### src/rtl/nstc_pkg.sv
// nstc_pkg: shared widths, constant tables and the word types of the solar term countdown
// used by the channel interfaces, the front end, the term cells and the top level
`default_nettype none

package nstc_pkg;

   localparam int NUM_TERMS   = 24;
   localparam int TABLE_YEARS = 11;
   localparam int YEAR_W      = 12;
   localparam int MONTH_W     = 4;
   localparam int DAY_W       = 5;
   localparam int TERM_W      = 5;
   localparam int DAYS_W      = 9;

   localparam logic [11:0] BASE_YEAR        = 12'd1900;
   localparam logic [11:0] TABLE_YEAR_FIRST = 12'd2026;
   localparam logic [11:0] TABLE_YEAR_LAST  = 12'd2036;
   localparam logic [8:0]  YEAR_DAYS        = 9'd365;
   localparam logic [8:0]  NO_DIFF          = 9'd366;

   // fixed point divide by ten thousand
   localparam logic [11:0] MUL_COEF    = 12'd2422;
   localparam logic [13:0] DIVISOR     = 14'd10000;
   localparam logic [9:0]  BIAS_QUOT   = 10'd461;
   localparam logic [23:0] DIV_BIAS    = 24'd4610000;
   localparam logic [10:0] RECIP       = 11'd1677;
   localparam int          RECIP_SHIFT = 24;

   localparam logic [4:0] TERM_EARLY_JAN = 5'd0;
   localparam logic [4:0] TERM_EARLY_FEB = 5'd2;
   localparam logic [4:0] TERM_MID_FEB   = 5'd3;

   // per-term constant split as whole days and the fraction times ten thousand
   localparam logic [4:0] COEF_HI [NUM_TERMS] = '{
      5'd6,  5'd21, 5'd4,  5'd19, 5'd6,  5'd21, 5'd5,  5'd20,
      5'd6,  5'd21, 5'd6,  5'd22, 5'd7,  5'd23, 5'd8,  5'd23,
      5'd8,  5'd23, 5'd9,  5'd24, 5'd8,  5'd23, 5'd7,  5'd22
   };

   localparam logic [13:0] COEF_LO [NUM_TERMS] = '{
      14'd700,  14'd1500, 14'd8500, 14'd1000, 14'd3900, 14'd2500, 14'd6500, 14'd8900,
      14'd1500, 14'd8900, 14'd3900, 14'd1500, 14'd8900, 14'd4900, 14'd1500, 14'd8900,
      14'd3900, 14'd8900, 14'd1500, 14'd1500, 14'd1500, 14'd1500, 14'd8900, 14'd6500
   };

   localparam logic [8:0] MONTH_START [16] = '{
      9'd0,   9'd0,   9'd31,  9'd59,  9'd90,  9'd120, 9'd151, 9'd181,
      9'd212, 9'd243, 9'd273, 9'd304, 9'd334, 9'd334, 9'd334, 9'd334
   };

   localparam logic [4:0] FIXED_JAN [TABLE_YEARS] = '{
      5'd5, 5'd5, 5'd6, 5'd5, 5'd5, 5'd5, 5'd6, 5'd5, 5'd5, 5'd5, 5'd6
   };
   localparam logic [4:0] FIXED_FEB_EARLY [TABLE_YEARS] = '{
      5'd4, 5'd4, 5'd4, 5'd3, 5'd4, 5'd4, 5'd4, 5'd3, 5'd4, 5'd4, 5'd4
   };
   localparam logic [4:0] FIXED_FEB_MID [TABLE_YEARS] = '{
      5'd18, 5'd18, 5'd19, 5'd18, 5'd18, 5'd19, 5'd19, 5'd18, 5'd18, 5'd19, 5'd19
   };

   typedef struct packed {
      logic signed [7:0] base;
      logic [13:0]       rem;
      logic              tbl_hit;
      logic [3:0]        tbl_idx;
      logic [8:0]        today;
      logic [4:0]        lead_term;
      logic [8:0]        lead_days;
   } ctx_type;

   typedef struct packed {
      logic    valid;
      ctx_type ctx;
   } link_type;

   function automatic logic has_table(input logic [4:0] idx);
      return idx inside {TERM_EARLY_JAN, TERM_EARLY_FEB, TERM_MID_FEB};
   endfunction

   function automatic logic [4:0] fixed_day(input logic [4:0] idx, input logic [3:0] yi);
      logic [4:0] d;
      d = '0;
      if (yi < 4'(TABLE_YEARS)) begin
         case (idx)
            TERM_EARLY_JAN: d = FIXED_JAN[yi];
            TERM_EARLY_FEB: d = FIXED_FEB_EARLY[yi];
            TERM_MID_FEB:   d = FIXED_FEB_MID[yi];
            default:        d = '0;
         endcase
      end
      return d;
   endfunction

   function automatic logic [8:0] term_month_start(input logic [4:0] idx);
      logic [3:0] m;
      m = idx[4:1] + 4'd1;
      return MONTH_START[m];
   endfunction

endpackage

`default_nettype wire

### src/rtl/nstc_if.sv
// nstc_if: request and response channel interfaces, valid/ready with payload
// depends on nstc_pkg for field widths
`default_nettype none

interface nstc_req_if;
   logic                           valid;
   logic                           ready;
   logic [nstc_pkg::YEAR_W-1:0]    year;
   logic [nstc_pkg::MONTH_W-1:0]   month;
   logic [nstc_pkg::DAY_W-1:0]     day;

   modport source (output valid, year, month, day, input ready);
   modport sink   (input valid, year, month, day, output ready);
endinterface

interface nstc_rsp_if;
   logic                           valid;
   logic                           ready;
   logic [nstc_pkg::TERM_W-1:0]    next_term;
   logic [nstc_pkg::DAYS_W-1:0]    days_until;

   modport source (output valid, next_term, days_until, input ready);
   modport sink   (input valid, next_term, days_until, output ready);
endinterface

`default_nettype wire

### src/rtl/nstc_front.sv
// nstc_front: four stage front end, year offset, divide by ten thousand, day of year
// depends on nstc_pkg and nstc_if; feeds the first term cell
`default_nettype none

module nstc_front (
   input  wire logic           clock,
   input  wire logic           reset,
   nstc_req_if.sink            req_ch,
   input  wire logic           out_ready,
   output nstc_pkg::link_type  out_link
);

   typedef struct packed {
      logic [23:0]        num;
      logic [9:0]         quot;
      logic [14:0]        rem;
      logic signed [10:0] y_quarter;
      logic [8:0]         today;
      logic               tbl_hit;
      logic [3:0]         tbl_idx;
   } pre_type;

   pre_type s1_ff, s1_in, s2_ff, s2_in, s3_ff, s3_in;
   logic    v1_ff, v2_ff, v3_ff;
   nstc_pkg::link_type s4_ff, s4_in;
   logic    ld1, ld2, ld3, ld4;

   logic signed [12:0] y_s;
   logic signed [12:0] coef_s;
   logic signed [25:0] prod;
   logic [25:0]        biased;
   logic [34:0]        qprod;
   logic [23:0]        qmul;
   logic               fix;
   logic [9:0]         quot_fix;
   logic [14:0]        rem_fix;
   logic [11:0]        base_full;

   assign ld4 = !s4_ff.valid || out_ready;
   assign ld3 = !v3_ff || ld4;
   assign ld2 = !v2_ff || ld3;
   assign ld1 = !v1_ff || ld2;
   assign req_ch.ready = ld1;
   assign out_link = s4_ff;

   // stage 1: offset year, scale by the mean year length, bias to stay positive
   assign y_s    = $signed({1'b0, req_ch.year}) - $signed({1'b0, nstc_pkg::BASE_YEAR});
   assign coef_s = $signed({1'b0, nstc_pkg::MUL_COEF});
   assign prod   = y_s * coef_s;
   assign biased = 26'(prod) + {2'b00, nstc_pkg::DIV_BIAS};

   always_comb begin
      s1_in           = '0;
      s1_in.num       = biased[23:0];
      s1_in.y_quarter = y_s[12:2];
      s1_in.today     = nstc_pkg::MONTH_START[req_ch.month] + {4'b0, req_ch.day};
      s1_in.tbl_hit   = (req_ch.year >= nstc_pkg::TABLE_YEAR_FIRST)
                        && (req_ch.year <= nstc_pkg::TABLE_YEAR_LAST);
      s1_in.tbl_idx   = 4'(req_ch.year - nstc_pkg::TABLE_YEAR_FIRST);
   end

   // stage 2: quotient estimate, low by at most one
   assign qprod = {11'b0, s1_ff.num} * {24'b0, nstc_pkg::RECIP};

   always_comb begin
      s2_in      = s1_ff;
      s2_in.quot = qprod[nstc_pkg::RECIP_SHIFT +: 10];
   end

   // stage 3: remainder of the estimate
   assign qmul = {14'b0, s2_ff.quot} * {10'b0, nstc_pkg::DIVISOR};

   always_comb begin
      s3_in     = s2_ff;
      s3_in.rem = 15'(s2_ff.num - qmul);
   end

   // stage 4: correct the estimate, remove bias and the leap day share
   assign fix      = s3_ff.rem >= {1'b0, nstc_pkg::DIVISOR};
   assign quot_fix = s3_ff.quot + {9'b0, fix};
   assign rem_fix  = fix ? (s3_ff.rem - {1'b0, nstc_pkg::DIVISOR}) : s3_ff.rem;
   assign base_full = {2'b00, quot_fix} - {2'b00, nstc_pkg::BIAS_QUOT}
                      - {s3_ff.y_quarter[10], s3_ff.y_quarter};

   always_comb begin
      s4_in               = '0;
      s4_in.valid         = v3_ff;
      s4_in.ctx.base      = base_full[7:0];
      s4_in.ctx.rem       = rem_fix[13:0];
      s4_in.ctx.tbl_hit   = s3_ff.tbl_hit;
      s4_in.ctx.tbl_idx   = s3_ff.tbl_idx;
      s4_in.ctx.today     = s3_ff.today;
      s4_in.ctx.lead_term = '0;
      s4_in.ctx.lead_days = nstc_pkg::NO_DIFF;
   end

   always_ff @(posedge clock) begin
      if (reset) begin
         v1_ff       <= 1'b0;
         v2_ff       <= 1'b0;
         v3_ff       <= 1'b0;
         s4_ff.valid <= 1'b0;
      end else begin
         if (ld1) begin
            v1_ff <= req_ch.valid;
            s1_ff <= s1_in;
         end
         if (ld2) begin
            v2_ff <= v1_ff;
            s2_ff <= s2_in;
         end
         if (ld3) begin
            v3_ff <= v2_ff;
            s3_ff <= s3_in;
         end
         if (ld4) begin
            s4_ff <= s4_in;
         end
      end
   end

endmodule

`default_nettype wire

### src/rtl/nstc_cell.sv
// nstc_cell: one solar term, computes its day of year and folds it into the running best
// depends on nstc_pkg; cells are chained, one per term
`default_nettype none

module nstc_cell (
   input  wire logic                clock,
   input  wire logic                reset,
   input  wire logic [4:0]          term_no,
   input  wire nstc_pkg::link_type  in_link,
   output logic                     in_ready,
   output nstc_pkg::link_type       out_link,
   input  wire logic                out_ready
);

   nstc_pkg::link_type link_ff, link_in;

   logic [14:0] sum_lo;
   logic        carry;
   logic [9:0]  formula_day;
   logic [9:0]  day_sel;
   logic [10:0] term_doy;
   logic [10:0] diff;
   logic [10:0] diff_a;
   logic [10:0] diff_b;
   logic [10:0] wrapped;
   logic [8:0]  wrap9;
   logic        better;

   assign in_ready = !link_ff.valid || out_ready;
   assign out_link = link_ff;

   // fractional part of the term constant may carry into the day
   assign sum_lo = {1'b0, in_link.ctx.rem} + {1'b0, nstc_pkg::COEF_LO[term_no]};
   assign carry  = sum_lo >= {1'b0, nstc_pkg::DIVISOR};

   assign formula_day = {{2{in_link.ctx.base[7]}}, in_link.ctx.base}
                        + {5'b0, nstc_pkg::COEF_HI[term_no]} + {9'b0, carry};
   assign day_sel = (nstc_pkg::has_table(term_no) && in_link.ctx.tbl_hit)
                    ? {5'b0, nstc_pkg::fixed_day(term_no, in_link.ctx.tbl_idx)}
                    : formula_day;

   assign term_doy = {2'b00, nstc_pkg::term_month_start(term_no)} + {day_sel[9], day_sel};
   assign diff     = term_doy - {2'b00, in_link.ctx.today};

   // wrap into next year, twice at most for out of range dates
   assign diff_a  = diff + {2'b00, nstc_pkg::YEAR_DAYS};
   assign diff_b  = diff + {1'b0, nstc_pkg::YEAR_DAYS, 1'b0};
   assign wrapped = !diff[10] ? diff : (!diff_a[10] ? diff_a : diff_b);
   assign wrap9   = wrapped[8:0];
   assign better  = wrap9 < in_link.ctx.lead_days;

   always_comb begin
      link_in       = in_link;
      if (better) begin
         link_in.ctx.lead_days = wrap9;
         link_in.ctx.lead_term = term_no;
      end
   end

   always_ff @(posedge clock) begin
      if (reset) begin
         link_ff.valid <= 1'b0;
      end else if (in_ready) begin
         link_ff <= link_in;
      end
   end

endmodule

`default_nettype wire

### src/rtl/next_solar_term_countdown_core.sv
// Next solar term countdown: takes a year, month and day word and returns the index of the
// nearest upcoming solar term (0 is the early-January term) and the days until it, 0 meaning
// today. Leap years are ignored and dates are not checked. One word is accepted and one
// result word leaves per clock while the response side does not stall; each result passes
// through the 4 front end stages, then one stage in each of the 24 term cells. Every stage
// has its own valid bit so bubbles close up behind a stalled output. There are no
// configuration registers and no state beyond the pipeline.
// depends on nstc_pkg, nstc_if, nstc_front and nstc_cell
`default_nettype none

module next_solar_term_countdown_core (
   input  wire logic  clock,
   input  wire logic  reset,
   nstc_req_if.sink   req_ch,
   nstc_rsp_if.source rsp_ch
);

   nstc_pkg::link_type link [nstc_pkg::NUM_TERMS+1];
   logic               ready_chain [nstc_pkg::NUM_TERMS+1];

   nstc_front u_front (
      .clock     (clock),
      .reset     (reset),
      .req_ch    (req_ch),
      .out_ready (ready_chain[0]),
      .out_link  (link[0])
   );

   for (genvar i = 0; i < nstc_pkg::NUM_TERMS; i++) begin : g_cell
      nstc_cell u_cell (
         .clock     (clock),
         .reset     (reset),
         .term_no   (5'(i)),
         .in_link   (link[i]),
         .in_ready  (ready_chain[i]),
         .out_link  (link[i+1]),
         .out_ready (ready_chain[i+1])
      );
   end

   assign ready_chain[nstc_pkg::NUM_TERMS] = rsp_ch.ready;
   assign rsp_ch.valid      = link[nstc_pkg::NUM_TERMS].valid;
   assign rsp_ch.next_term  = link[nstc_pkg::NUM_TERMS].ctx.lead_term;
   assign rsp_ch.days_until = link[nstc_pkg::NUM_TERMS].ctx.lead_days;

   // corrected remainder must be a true remainder
   a_rem_range: assert property (@(posedge clock) disable iff (reset)
      link[0].valid |-> (link[0].ctx.rem < nstc_pkg::DIVISOR))
      else $error("front end remainder not below divisor");

   // cell chain starts from an empty best
   a_seed: assert property (@(posedge clock) disable iff (reset)
      link[0].valid |-> (link[0].ctx.lead_days == nstc_pkg::NO_DIFF
                         && link[0].ctx.lead_term == '0))
      else $error("cell chain seeded with a stale best");

   // some term always beats the empty best
   a_result_range: assert property (@(posedge clock) disable iff (reset)
      rsp_ch.valid |-> (rsp_ch.days_until <= nstc_pkg::YEAR_DAYS
                        && rsp_ch.next_term < 5'(nstc_pkg::NUM_TERMS)))
      else $error("result out of range");

endmodule

`default_nettype wire
### src/flat_wrapper.sv
// flat-port wrapper written by rule: the top's interface ports become plain ports
module next_solar_term_countdown_core_flat 
  (clock, reset, req_ch_valid, req_ch_year, req_ch_month, req_ch_day, req_ch_ready, rsp_ch_valid, rsp_ch_next_term, rsp_ch_days_until, rsp_ch_ready);
  nstc_req_if req_ch_i ();
  nstc_rsp_if rsp_ch_i ();
  input  wire logic clock;
  input  wire logic reset;
  input wire logic [$bits(req_ch_i.valid)-1:0] req_ch_valid;
  input wire logic [$bits(req_ch_i.year)-1:0] req_ch_year;
  input wire logic [$bits(req_ch_i.month)-1:0] req_ch_month;
  input wire logic [$bits(req_ch_i.day)-1:0] req_ch_day;
  output wire logic [$bits(req_ch_i.ready)-1:0] req_ch_ready;
  output wire logic [$bits(rsp_ch_i.valid)-1:0] rsp_ch_valid;
  output wire logic [$bits(rsp_ch_i.next_term)-1:0] rsp_ch_next_term;
  output wire logic [$bits(rsp_ch_i.days_until)-1:0] rsp_ch_days_until;
  input wire logic [$bits(rsp_ch_i.ready)-1:0] rsp_ch_ready;
  assign req_ch_i.valid = req_ch_valid;
  assign req_ch_i.year = req_ch_year;
  assign req_ch_i.month = req_ch_month;
  assign req_ch_i.day = req_ch_day;
  assign req_ch_ready = req_ch_i.ready;
  assign rsp_ch_valid = rsp_ch_i.valid;
  assign rsp_ch_next_term = rsp_ch_i.next_term;
  assign rsp_ch_days_until = rsp_ch_i.days_until;
  assign rsp_ch_i.ready = rsp_ch_ready;
  next_solar_term_countdown_core u_core (.clock(clock), .reset(reset), .req_ch(req_ch_i), .rsp_ch(rsp_ch_i));
endmodule
### config.mk
export PLATFORM = sky130hd
export DESIGN_NAME = next_solar_term_countdown_core_flat
export DESIGN_NICKNAME = d
export VERILOG_FILES = /design/src/rtl/nstc_pkg.sv /design/src/rtl/nstc_if.sv /design/src/rtl/nstc_front.sv /design/src/rtl/nstc_cell.sv /design/src/rtl/next_solar_term_countdown_core.sv /design/src/flat_wrapper.sv
export SDC_FILE = /design/constraint.sdc
export NUM_CORES = 2
export LEC_CHECK = 0
export ABC_AREA = 1
export BUFFER_PORTS_ARGS = -buffer_cell sky130_fd_sc_hd__clkbuf_2
export CORE_MARGIN = 2
export CORE_UTILIZATION = 35
export CTS_BUF_LIST = sky130_fd_sc_hd__clkbuf_8
export DETAILED_ROUTE_END_ITERATION = 6
export PLACE_DENSITY_LB_ADDON = 0.05
export SETUP_SLACK_MARGIN = 0.05
export SYNTH_ARGS = -nofsm -noshare
export SYNTH_HDL_FRONTEND = slang
export SYNTH_SLANG_ARGS = --single-unit
### constraint.sdc
create_clock -name clock -period 7.5 [get_ports clock]
set_input_delay 2.25 -clock clock [delete_from_list [all_inputs] [get_ports clock]]
set_output_delay 2.25 -clock clock [all_outputs]
set_load 0.005 [all_outputs]
==> results.tsv <==
metric	value	unit
cp-start-kind	primary input	
num_vias	55880	
multi_input_area	0.03927	mm²
grt_max_degree	46	
grt_pass1_wl	306800	µm
cts_sinks	1181	
syn-mean-instance-area	9.569	µm²
worstPathArrival	4.90	ns
setup_violations	0	
synthCells	8462	
cp_max_fo	5	
drtPass1Iterations	5	
ff_latch_area	0.03518	mm²
cp-end-kind	output pin	
worst_pin_slew	1.183	ns
syn_to_final_growth	11.44	%
wl_per_cell	16.02	µm
fin_crit	7.149	ns
design_area	0.09024	mm²
drv_slew	0	
final_util	39.25	%
hold_violations	0	
grt_usage	16.40	%
drtIter0Drc	2407	
hpwl	154600	µm
chipHeight	485.0	µm
ys_dominant_reg_cell	edfxtp_1	
grt_pass1_vias	56860	
fmax	139.9	MHz
overflow	0	
place_area	0.08573	mm²
die_area	0.2352	mm²
wirelength	192600	µm
finClkSkew	0.07122	ns
nets	9976	
async_flop_share	0	%
cts.clk_slew.worst_paths	0.06	ns
drc	0	
max_slew_margin	20.92	%
synth_area	0.08097	mm²
synth_edf_count	1153	
synth_warnings	0	
die_w	485.0	µm
clk_path_buf_depth	3	
start_util	35.22	%
crit_slowest_cell	nor3_4	
htreeDepth	4	
rrSetupSlack	0.85	ns
outcome	complete, no violations	
required	5.25	ns
row_count	176	
cts_buffers	223	
yosys.cell_types.count	79	
hp-class	flop to flop	
antenna_found_initial	3	
synth.net_count	9631	
crit_chain	clkbuf_2 -> inv_1 -> nand4_4 -> nor3_4 -> nand4_2 -> nor2_4 -> nand4_4 -> nor2_4 -> nand4_4 -> nor2_4 -> nand4_4 -> nor2_4 -> nand4_4 -> nor2_4 -> nand4_4 -> clkbuf_2	
cpMostUsedCell	nand4_4	
port-buffer-count	40	
cts_tree	yes	
ys_ff_latch	1181	
core-area	0.2299	mm²
pin_count	41	
ant_nets	0	
layout-drive-gt1-share	9.041	%
vias_per_cell	4.648	
fin_crit_sh	95.31	%
place.gp.congestion	0.8328	
cp_slowest_stage_delay	0.26	ns
maxCapViolCount	0	
critPathKind	primary input to output pin	
hold_slack	0.3916	ns
root_buffer	clkbuf_8	
cts.hold.buffers_added	0	
synth_seq_area_share	43.45	%
rsz0062_at_grt	false	
nFillCells	22890	
insertion_delay	0.96	ns
-- per-layer routing --
metal  wire (µm)  track usage, %  vias to the layer above  share of wire [%]
li1            -               -                    28940                  -
met1       82190           19.20                    26020                 43
met2       99540           30.55                      619                 52
met3        5378           2.357                      298                2.8
met4        5524           5.149                        0                2.9
met5           0               0                        -                  0
-- worst paths after layout --
check | to | depth (start not counted) | start
setup / recovery | req_ch_ready | 16 | rsp_ch_ready
setup reg to reg | u_core.g_cell[4].u_cell.out_link[7]$_DFFE_PP_ | 34 | u_core.g_cell[3].u_cell.out_link[30]$_DFFE_PP_
hold reg to reg | u_core.u_front.out_link[16]$_DFFE_PP_ | 0 | u_core.u_front.s3_ff[7]$_DFFE_PP_
hold / removal | u_core.u_front.out_link[16]$_DFFE_PP_ | 0 | u_core.u_front.s3_ff[7]$_DFFE_PP_
-- state kept, by name, summed over array words and instances (netlist names) --
signal	flops
u_core.u_front.v1_ff	1
u_core.u_front.v3_ff	1
u_core.u_front.s1_ff	44
u_core.g_cell.u_cell.out_link	1011
u_core.u_front.s2_ff	45
u_core.u_front.s3_ff	43
u_core.u_front.v2_ff	1
u_core.u_front.out_link	35
-- stage by stage --
step                      instances  setup TNS [ns]  worst slack, ns
after detailed placement      11610          -1.615          -0.3799
after CTS                     12020               0           0.1035
final                         12020               0           0.3515
after floorplan                8462               0          0.07965
after global placement        11610          -1.571          -0.3769
after global routing          12020               0          0.06571
-- final cells by class --
type / count / share of cell area, %
antenna: 5 / 0.01387
clock buffer: 228 / 3.478
clock inverter: 182 / 1.434
inverter: 1693 / 7.062
multi-input combinational: 5538 / 43.52
sequential: 1181 / 38.99
tap: 3026 / 4.196
timing repair buffer: 170 / 1.303
-- cell families (layout without fill, tap and decap cells) --
| group | count (synthesis) | in the layout | synth area share, % |
|---|---|---|---|
| mux | 17 | 17 | 0.2117 |
| xor+xnor | 487 | 487 | 5.444 |
| buf+inv | 1743 | 2273 | 8.292 |
| flops | 1181 | 1181 | 43.45 |
| simple gates | 2591 | 2591 | 13.83 |
| compound gates | 1299 | 1299 | 9.429 |
| other cells | 0 | 5 | 0 |
| fa+ha+maj | 1144 | 1144 | 19.34 |
-- timing repair --
item	in CTS	in global routing
gates resized for setup	0	7
hold endpoints to repair	0	0
endpoints found under the setup margin	0	12
buffers inserted	0	3
-- critical path: cells and delay by family --
kind / cells / cell delay [ns]
buffers and inverters: 3 / 0.36
AND/OR/NAND/NOR: 13 / 2.26
-- synth_stat cells (63+ instances only) --
cell type / number / area [µm²]
a21oi_1: 476 / 2382
edfxtp_1: 1153 / 34620
fa_1: 179 / 3583
ha_1: 965 / 12070
inv_1: 1642 / 6163
nand2_1: 1499 / 5627
nand3_1: 310 / 1551
nand4_1: 63 / 394.1
nor2_1: 410 / 1539
nor3_1: 82 / 410.4
o21ai_0: 338 / 1692
o21ai_1: 136 / 680.7
xnor2_1: 128 / 1121
xor2_1: 340 / 2978
-- cell usage in the layout (no fill, tap or decap), types with 82 or more instances in the layout --
master    Yosys  layout
inv_1      1642    1691
nand2_1    1499    1498
edfxtp_1   1153    1153
ha_1        965     963
a21oi_1     476     474
nor2_1      410     396
o21ai_0     338     336
xor2_1      340     336
nand3_1     310     310
clkbuf_8      0     228
fa_1        179     179
o21ai_1     136     138
buf_4        18     130
xnor2_1     128     127
nor3_1       82      82
Power is left out: the tool's default activity adds up to more than one toggle a clock period on the data nets, which glitch-free logic cannot reach.
